==> src/rtl/assert_macros.svh <==
// assertion macros shared by the yenc decoder rtl
// no dependencies; define ASSERT_OFF to drop all checks
`ifndef ASSERT_MACROS_SVH
`define ASSERT_MACROS_SVH

`ifndef ASSERT_OFF
`define ASSERT_CLK(lbl, clk, rst, prop, msg) \
   lbl: assert property (@(posedge clk) disable iff (rst) (prop)) else $error(msg);
`define ASSERT_NEVER(lbl, clk, rst, expr, msg) \
   lbl: assert property (@(posedge clk) disable iff (rst) !(expr)) else $error(msg);
`else
`define ASSERT_CLK(lbl, clk, rst, prop, msg)
`define ASSERT_NEVER(lbl, clk, rst, expr, msg)
`endif

`endif

==> src/rtl/yenc_pkg.sv <==
// types, codes and the crc byte update for the yenc body decoder
// no dependencies
package yenc_pkg;

   localparam int CSR_ADDR_W = 3;
   localparam int CSR_DATA_W = 32;

   localparam logic [0:0] REG_CRC_CHECK_ENABLE = 1'd0;

   localparam logic [1:0] OP_BYTE  = 2'd0;
   localparam logic [1:0] OP_CHECK = 2'd1;
   localparam logic [1:0] OP_CLEAR = 2'd2;

   localparam logic RESULT_BYTE  = 1'b0;
   localparam logic RESULT_CHECK = 1'b1;

   localparam logic [31:0] CRC_POLY     = 32'hEDB88320;
   localparam logic [31:0] CRC_ALL_ONES = 32'hFFFFFFFF;
   localparam logic [7:0]  ESC_OFFSET   = 8'd64;
   localparam logic [7:0]  BASE_OFFSET  = 8'd42;

   localparam logic [7:0] CHAR_NUL = 8'h00;
   localparam logic [7:0] CHAR_LF  = 8'h0A;
   localparam logic [7:0] CHAR_CR  = 8'h0D;
   localparam logic [7:0] CHAR_EQ  = 8'h3D;

   typedef struct packed {
      logic [1:0]  operation;
      logic [7:0]  data_byte;
      logic [31:0] expected_crc;
      logic        crc_given;
   } req_type;

   typedef struct packed {
      logic        result_kind;
      logic [7:0]  decoded_byte;
      logic        status;
      logic [31:0] final_crc;
   } rsp_type;

   typedef struct packed {
      logic advance;
      logic crc_enable;
   } yenc_ctl_type;

   function automatic logic [31:0] crc_byte(input logic [31:0] crc, input logic [7:0] data);
      logic [31:0] c;
      c = {24'd0, crc[7:0] ^ data};
      for (int k = 0; k < 8; k++) begin
         if (c[0]) begin
            c = (c >> 1) ^ CRC_POLY;
         end else begin
            c = c >> 1;
         end
      end
      return {8'd0, crc[31:8]} ^ c;
   endfunction

endpackage

==> src/rtl/yenc_body_decoder_crc32.sv <==
// yenc body decoder with crc-32: input register, decode stage, result register
// rsp_valid comes from the result register; one item per cycle, save for stalls:
// the decode stage stalls only while the result register holds an untaken item
// reset (synchronous, active high) clears both stage valids, the escape flag,
// sets the crc to all ones and crc_check_enable to 0
// depends on yenc_pkg, yenc_csr, yenc_decode and assert_macros.svh
`include "assert_macros.svh"
module yenc_body_decoder_crc32
   import yenc_pkg::*;
(
   input  logic                  clock,
   input  logic                  reset,
   input  logic                  req_valid,
   output logic                  req_ready,
   input  req_type               req_payload,
   output logic                  rsp_valid,
   input  logic                  rsp_ready,
   output rsp_type               rsp_payload,
   input  logic                  csr_psel,
   input  logic                  csr_penable,
   input  logic                  csr_pwrite,
   input  logic [CSR_ADDR_W-1:0] csr_paddr,
   input  logic [CSR_DATA_W-1:0] csr_pwdata,
   output logic [CSR_DATA_W-1:0] csr_prdata,
   output logic                  csr_pready
);

   logic         in_valid_ff;
   logic         in_valid_in;
   req_type      in_data_ff;
   logic         out_valid_ff;
   logic         out_valid_in;
   rsp_type      out_data_ff;
   logic         crc_enable;
   logic         advance;
   logic         has_result;
   rsp_type      result;
   yenc_ctl_type ctl;

   yenc_csr u_csr (
      .clock      (clock),
      .reset      (reset),
      .csr_psel   (csr_psel),
      .csr_penable(csr_penable),
      .csr_pwrite (csr_pwrite),
      .csr_paddr  (csr_paddr),
      .csr_pwdata (csr_pwdata),
      .csr_prdata (csr_prdata),
      .csr_pready (csr_pready),
      .crc_enable (crc_enable)
   );

   assign advance        = in_valid_ff && (!out_valid_ff || rsp_ready);
   assign req_ready      = !in_valid_ff || advance;
   assign ctl.advance    = advance;
   assign ctl.crc_enable = crc_enable;

   yenc_decode u_decode (
      .clock     (clock),
      .reset     (reset),
      .ctl       (ctl),
      .item      (in_data_ff),
      .has_result(has_result),
      .result    (result)
   );

   assign rsp_valid   = out_valid_ff;
   assign rsp_payload = out_data_ff;

   always_comb begin
      if (req_valid && req_ready) begin
         in_valid_in = 1'b1;
      end else if (advance) begin
         in_valid_in = 1'b0;
      end else begin
         in_valid_in = in_valid_ff;
      end
      if (advance) begin
         out_valid_in = has_result;
      end else if (rsp_ready) begin
         out_valid_in = 1'b0;
      end else begin
         out_valid_in = out_valid_ff;
      end
   end

   always_ff @(posedge clock) begin
      if (reset) begin
         in_valid_ff  <= 1'b0;
         out_valid_ff <= 1'b0;
      end else begin
         in_valid_ff  <= in_valid_in;
         out_valid_ff <= out_valid_in;
      end
   end

   always_ff @(posedge clock) begin
      if (req_valid && req_ready) begin
         in_data_ff <= req_payload;
      end
      if (advance && has_result) begin
         out_data_ff <= result;
      end
   end

   `ASSERT_CLK(a_byte_fields_zero, clock, reset,
      (rsp_valid && rsp_payload.result_kind == RESULT_BYTE) |->
         (!rsp_payload.status && rsp_payload.final_crc == '0),
      "byte item carries check fields")
   `ASSERT_CLK(a_mismatch_needs_enable, clock, reset,
      (advance && has_result && result.status) |-> crc_enable,
      "mismatch reported with checking disabled")
   `ASSERT_CLK(a_stage_holds, clock, reset,
      (in_valid_ff && !advance) |=> (in_valid_ff && $stable(in_data_ff)),
      "stalled input stage lost its item")

endmodule

==> src/rtl/yenc_csr.sv <==
// configuration register block: apb-style write/read of crc_check_enable
// depends on yenc_pkg
module yenc_csr
   import yenc_pkg::*;
(
   input  logic                  clock,
   input  logic                  reset,
   input  logic                  csr_psel,
   input  logic                  csr_penable,
   input  logic                  csr_pwrite,
   input  logic [CSR_ADDR_W-1:0] csr_paddr,
   input  logic [CSR_DATA_W-1:0] csr_pwdata,
   output logic [CSR_DATA_W-1:0] csr_prdata,
   output logic                  csr_pready,
   output logic                  crc_enable
);

   logic       enable_ff;
   logic       enable_in;
   logic [0:0] reg_index;

   assign reg_index  = csr_paddr[CSR_ADDR_W-1:2];
   assign csr_pready = 1'b1;
   assign crc_enable = enable_ff;

   always_comb begin
      enable_in = enable_ff;
      if (csr_psel && csr_penable && csr_pwrite && csr_pready &&
          reg_index == REG_CRC_CHECK_ENABLE) begin
         enable_in = csr_pwdata[0];
      end
   end

   always_comb begin
      csr_prdata = '0;
      if (reg_index == REG_CRC_CHECK_ENABLE) begin
         csr_prdata = {{(CSR_DATA_W-1){1'b0}}, enable_ff};
      end
   end

   always_ff @(posedge clock) begin
      if (reset) begin
         enable_ff <= 1'b0;
      end else begin
         enable_ff <= enable_in;
      end
   end

endmodule

==> src/rtl/yenc_decode.sv <==
// decode stage: escape flag, running crc and result formation for one item
// depends on yenc_pkg and assert_macros.svh
`include "assert_macros.svh"
module yenc_decode
   import yenc_pkg::*;
(
   input  logic         clock,
   input  logic         reset,
   input  yenc_ctl_type ctl,
   input  req_type      item,
   output logic         has_result,
   output rsp_type      result
);

   logic        escape_ff;
   logic        escape_in;
   logic [31:0] crc_ff;
   logic [31:0] crc_in;
   logic [7:0]  dec;
   logic [31:0] fin;

   assign fin = crc_ff ^ CRC_ALL_ONES;

   always_comb begin
      escape_in  = escape_ff;
      crc_in     = crc_ff;
      has_result = 1'b0;
      result     = '0;
      dec        = '0;
      case (item.operation)
         OP_BYTE: begin
            if (escape_ff) begin
               escape_in  = 1'b0;
               dec        = item.data_byte - ESC_OFFSET - BASE_OFFSET;
               has_result = 1'b1;
            end else if (item.data_byte == CHAR_LF || item.data_byte == CHAR_CR ||
                         item.data_byte == CHAR_NUL) begin
               has_result = 1'b0;
            end else if (item.data_byte == CHAR_EQ) begin
               escape_in = 1'b1;
            end else begin
               dec        = item.data_byte - BASE_OFFSET;
               has_result = 1'b1;
            end
            if (has_result && ctl.crc_enable) begin
               crc_in = crc_byte(crc_ff, dec);
            end
            result.result_kind  = RESULT_BYTE;
            result.decoded_byte = dec;
         end
         OP_CHECK: begin
            has_result         = 1'b1;
            result.result_kind = RESULT_CHECK;
            result.final_crc   = fin;
            result.status      = ctl.crc_enable && item.crc_given &&
                                 (item.expected_crc != fin);
         end
         OP_CLEAR: begin
            escape_in = 1'b0;
            crc_in    = CRC_ALL_ONES;
         end
         default: begin
            has_result = 1'b0;
         end
      endcase
   end

   always_ff @(posedge clock) begin
      if (reset) begin
         escape_ff <= 1'b0;
         crc_ff    <= CRC_ALL_ONES;
      end else if (ctl.advance) begin
         escape_ff <= escape_in;
         crc_ff    <= crc_in;
      end
   end

   `ASSERT_CLK(a_clear_restarts, clock, reset,
      (ctl.advance && item.operation == OP_CLEAR) |=> (crc_ff == CRC_ALL_ONES && !escape_ff),
      "clear item did not restart crc and escape flag")
   `ASSERT_CLK(a_crc_hold_disabled, clock, reset,
      (!ctl.crc_enable && !(ctl.advance && item.operation == OP_CLEAR)) |=> $stable(crc_ff),
      "crc changed while checking is disabled")
   `ASSERT_CLK(a_check_keeps_state, clock, reset,
      (ctl.advance && item.operation == OP_CHECK) |=> ($stable(crc_ff) && $stable(escape_ff)),
      "check item disturbed the stream state")

endmodule
==> config.mk <==
export PLATFORM = sky130hd
export DESIGN_NAME = yenc_body_decoder_crc32
export DESIGN_NICKNAME = d
export VERILOG_FILES = /design/src/rtl/yenc_pkg.sv /design/src/rtl/yenc_body_decoder_crc32.sv /design/src/rtl/yenc_csr.sv /design/src/rtl/yenc_decode.sv
export VERILOG_INCLUDE_DIRS = /design/src /design/src/rtl
export SDC_FILE = /design/constraint.sdc
export NUM_CORES = 1
export LEC_CHECK = 0
export BUFFER_PORTS_ARGS = -buffer_cell sky130_fd_sc_hd__buf_2
export CORE_MARGIN = 4
export CORE_UTILIZATION = 50
export DETAILED_ROUTE_END_ITERATION = 8
export GPL_ROUTABILITY_DRIVEN = 0
export PLACE_DENSITY = 0.85
export SETUP_SLACK_MARGIN = 0.1
export SYNTH_ARGS = -nofsm -noshare
export SYNTH_HDL_FRONTEND = slang
export SYNTH_SLANG_ARGS = --single-unit
export TNS_END_PERCENT = 50
==> constraint.sdc <==
create_clock -name clock -period 7.9 [get_ports clock]
set_input_delay 0.395 -clock clock [delete_from_list [all_inputs] [get_ports clock]]
set_output_delay 0.395 -clock clock [all_outputs]
set_load 0.005 [all_outputs]
==> results.sh <==
export IMPL_hp_class="primary input to flip-flop"
export IMPL_worstSetupPathDepth=10
export IMPL_postCtsHoldBufs=0
export IMPL_cp_slowest_stage_delay_ns=0.69
export IMPL_ys_top_cells_by_area="sky130_fd_sc_hd__edfxtp_1 (42%), sky130_fd_sc_hd__dfxtp_1 (12%), sky130_fd_sc_hd__xor2_1 (8.8%)"
export IMPL_grt_antenna_before_repair=0
export IMPL_yosys_area_share_simple_pct=12.4
export IMPL_finish_net_count=693
export IMPL_cell_type_with_the_largest_total_area_after_synthesis="sky130_fd_sc_hd__edfxtp_1"
export IMPL_insertion_delay_ns=0.42
export IMPL_worst_slew_pin_slew_ns=1.11
export IMPL_count_of_state_elements_after_synthesis=121
export IMPL_grt_usage_pct=19.7
export IMPL_floorplan_die_area_mm2=0.0139
export IMPL_chipHeight_um=118
export IMPL_post_drt_wl_per_cell_um=17.6
export IMPL_fmax_mhz=281
export IMPL_cts_buffers_inserted=17
export IMPL_critical_path_top_delay_family="XOR/XNOR gates"
export IMPL_worst_ir_drop_vdd_uv=164
export IMPL_report_final_setup_viol=0
export IMPL_synth_compound_gate_area_share_pct=6.18
export IMPL_post_place_cells=731
export IMPL_first_iter_violations=295
export IMPL_via_per_inst=5.43
export IMPL_drv_slew=0
export IMPL_design_area_mm2=0.00714
export IMPL_synth_enable_flop_cells=85
export IMPL_total_leakage_power_uw=0.00279
export IMPL_fin_crit_ns=3.56
export IMPL_final_common_cell="sky130_fd_sc_hd__buf_2"
export IMPL_pwr_density_cell_mw_per_mm2=248
export IMPL_cts_resized_gates=0
export IMPL_multi_input_comb_area_mm2=0.00251
export IMPL_post_route_period_util_pct=45.1
export IMPL_setup_repair_after_global_routing_missed_its_margin="false"
export IMPL_grt_first_pass_wirelength_um=21400
export IMPL_cts_tree="built"
export IMPL_timing_critical_path_slowest_stage_cell="sky130_fd_sc_hd__edfxtp_1"
export IMPL_critPathLaunch="in_data_ff[34]"
export IMPL_fp_dieW_um=118
export IMPL_timing_critical_path_to_type="flip-flop"
export IMPL_synth_top_family_by_area="XOR/XNOR gates"
export IMPL_critPathMaxFanout=15
export IMPL_filler_cell_count=872
export IMPL_synth_mux_area_fraction_pct=0.330
export IMPL_grt_max_degree=44
export IMPL_cts_num_sinks=121
export IMPL_wire_length_reported_by_the_detailed_router_um=13500
export IMPL_drc=0
export IMPL_grt_pass1_vias=4097
export IMPL_synth_top_flop_cell="sky130_fd_sc_hd__edfxtp_1"
export IMPL_run_status="complete, no violations"
export IMPL_timing_clock_skew_ns=0.00680
export IMPL_cts_clk_slew_worst_paths_ns=0.06
export IMPL_synth_top_area_share_pct=42.1
export IMPL_timing_reg2reg_worst_path_depth=10
export IMPL_synthesis_area_mm2=0.00606
export IMPL_layout_area_overhead_vs_synth_pct=17.9
export IMPL_drive_above_1_share_pct=24.0
export IMPL_hold_path_cell_count=1
export IMPL_setup_tns_ns=0
export IMPL_max_slew_margin_pct=25.7
export IMPL_cts_max_path_buffers=2
export IMPL_critical_path_data_required_time_ns=8.14
export IMPL_port_buffers=96
export IMPL_critPathMostFrequentCell="sky130_fd_sc_hd__xnor2_1"
export IMPL_min_delay_start="req_payload[1]"
export IMPL_floorplan_initialDensity_pct=52.2
export IMPL_cells_after_synth=518
export IMPL_postCtsSetupBuffers=0
export IMPL_post_synth_fa_ha_maj_area_fraction_pct=0.207
export IMPL_diodes=0
export IMPL_final_util_pct=61.5
export IMPL_commonest_non_fill_non_tap_cells_in_the_layout="sky130_fd_sc_hd__buf_2 (96), sky130_fd_sc_hd__edfxtp_1 (85), sky130_fd_sc_hd__nor2_1 (71)"
export IMPL_num_io_pins=162
export IMPL_drt_first_pass_iters=5
export IMPL_r2r_start="in_data_ff[34]"
export IMPL_maxCapViolCount=0
export IMPL_globalRoute_totalOverflow=0
export IMPL_hold_violations=0
export IMPL_ys_types=51
export IMPL_place_detailed_hpwl_um=9230
export IMPL_routed_via_count=4144
export IMPL_xor_and_xnor_area_share_after_synthesis_pct=20.3
export IMPL_postSynthAreaPerCell_um2=11.7
export IMPL_path_buf_inv=1
export IMPL_cell_area_after_placement_mm2=0.00650
export IMPL_placementRows=39
export IMPL_drt_antenna_violating_nets=0
export IMPL_power_uw=1770
export IMPL_worst_ep_arrival_time_ns=3.80
export IMPL_area_sequential_mm2=0.00327
export IMPL_worstSetupPathType="flip-flop to flip-flop"
export IMPL_crit_path_start_kind="flip-flop"
export IMPL_synthArstFlopShare_pct=0
export IMPL_cell_by_cell_trace_of_the_critical_path="inv_1, ha_1, nor2b_1, nor3_1, a311oi_1, xnor2_2, xnor3_1, xnor2_1, xnor2_1, a21oi_1"
export IMPL_htree_num_levels=4
export IMPL_cts_root_buf="sky130_fd_sc_hd__clkbuf_16"
export IMPL_ys_warn_count=0
export IMPL_ys_seq_area_share_pct=54.0
export IMPL_coreArea_mm2=0.0116
export IMPL_final_cells=763
[area by class of cell]
cell class                      count  area share, %
Clock inverter                     13           2.66
Sequential cell                   121           45.8
Multi-Input combinational cell    361           35.2
Inverter                            6          0.315
Tap cell                          143           2.51
Clock buffer                       19           6.34
Timing Repair Buffer              100           7.15
[cell families (layout without fill, tap and decap cells)]
group | Yosys count | in the layout
muxes | 2 | 2
xor gates and xnor gates | 120 | 120
buffers and inverters | 66 | 138
AOI/OAI and AO/OA | 60 | 60
adders and majority gates | 1 | 1
other | 2 | 32
DFF | 121 | 121
and+or+nand+nor | 146 | 146
[per-layer routing]
layer | GRT usage (%) | vias to the layer above | routed length [um]
met1 | 24.3 | 1995 | 5320
met4 | 6.89 | 0 | 242
li1 | - | 1902 | -
met2 | 33.1 | 220 | 6720
met5 | 0 | - | 0
met3 | 5.57 | 27 | 1180
[cells in the mapped netlist, types with 2 or more instances]
library cell and n:
sky130_fd_sc_hd__edfxtp_1 85, sky130_fd_sc_hd__nor2_1 71, sky130_fd_sc_hd__xor2_1 61, sky130_fd_sc_hd__xnor2_1 46, sky130_fd_sc_hd__dfxtp_1 36, sky130_fd_sc_hd__buf_4 35, sky130_fd_sc_hd__a21oi_1 24, sky130_fd_sc_hd__nand2b_1 21
sky130_fd_sc_hd__clkbuf_1 19, sky130_fd_sc_hd__o22ai_1 15, sky130_fd_sc_hd__nand4_1 8, sky130_fd_sc_hd__nand2_1 7, sky130_fd_sc_hd__inv_1 6, sky130_fd_sc_hd__or2_2 6, sky130_fd_sc_hd__xnor3_1 6, sky130_fd_sc_hd__nand3_1 5
sky130_fd_sc_hd__nor3_1 5, sky130_fd_sc_hd__o21ai_0 5, sky130_fd_sc_hd__a31oi_1 4, sky130_fd_sc_hd__buf_2 4, sky130_fd_sc_hd__nor2b_1 4, sky130_fd_sc_hd__and3_1 3, sky130_fd_sc_hd__nor4_1 3, sky130_fd_sc_hd__xor3_1 3
sky130_fd_sc_hd__and2_1 2, sky130_fd_sc_hd__conb_1 2, sky130_fd_sc_hd__mux2i_1 2, sky130_fd_sc_hd__nand3b_1 2, sky130_fd_sc_hd__nand4b_1 2, sky130_fd_sc_hd__nor3b_1 2, sky130_fd_sc_hd__o211ai_1 2, sky130_fd_sc_hd__o21a_1 2
sky130_fd_sc_hd__xnor2_2 2
[through the flow]
| step | hold WS, ns | setup WS [ns] |
|---|---|---|
| finish | 0.154 | 4.34 |
| global route | 0.139 | 4.18 |
| CTS | 0.142 | 4.40 |
| detailed placement | 0.528 | 4.47 |
| global placement | 0.502 | 4.58 |
| floorplan | 0.488 | 4.93 |
[flip-flops by register name, indices dropped and copies added (netlist names)]
signal,flops
in_data_ff,43
rsp_payload,42
u_decode.escape_ff,1
in_valid_ff,1
u_decode.crc_ff,32
u_csr.crc_enable,1
rsp_valid,1
[where the power goes]
| part | internal [uW] | switching [uW] | total, uW |
|---|---|---|---|
| sequential | 699 | 13.3 | 712 |
| combinational | 110 | 120 | 230 |
| clock | 548 | 283 | 831 |
[final timing paths]
check / endpoint / slack (ns)
setup / recovery: u_decode.crc_ff[19] / 4.34
hold / removal: in_data_ff[1] / 0.15
setup reg to reg: u_decode.crc_ff[19] / 4.34
hold reg to reg: in_valid_ff / 0.54
(Power assumes the default switching activity.)
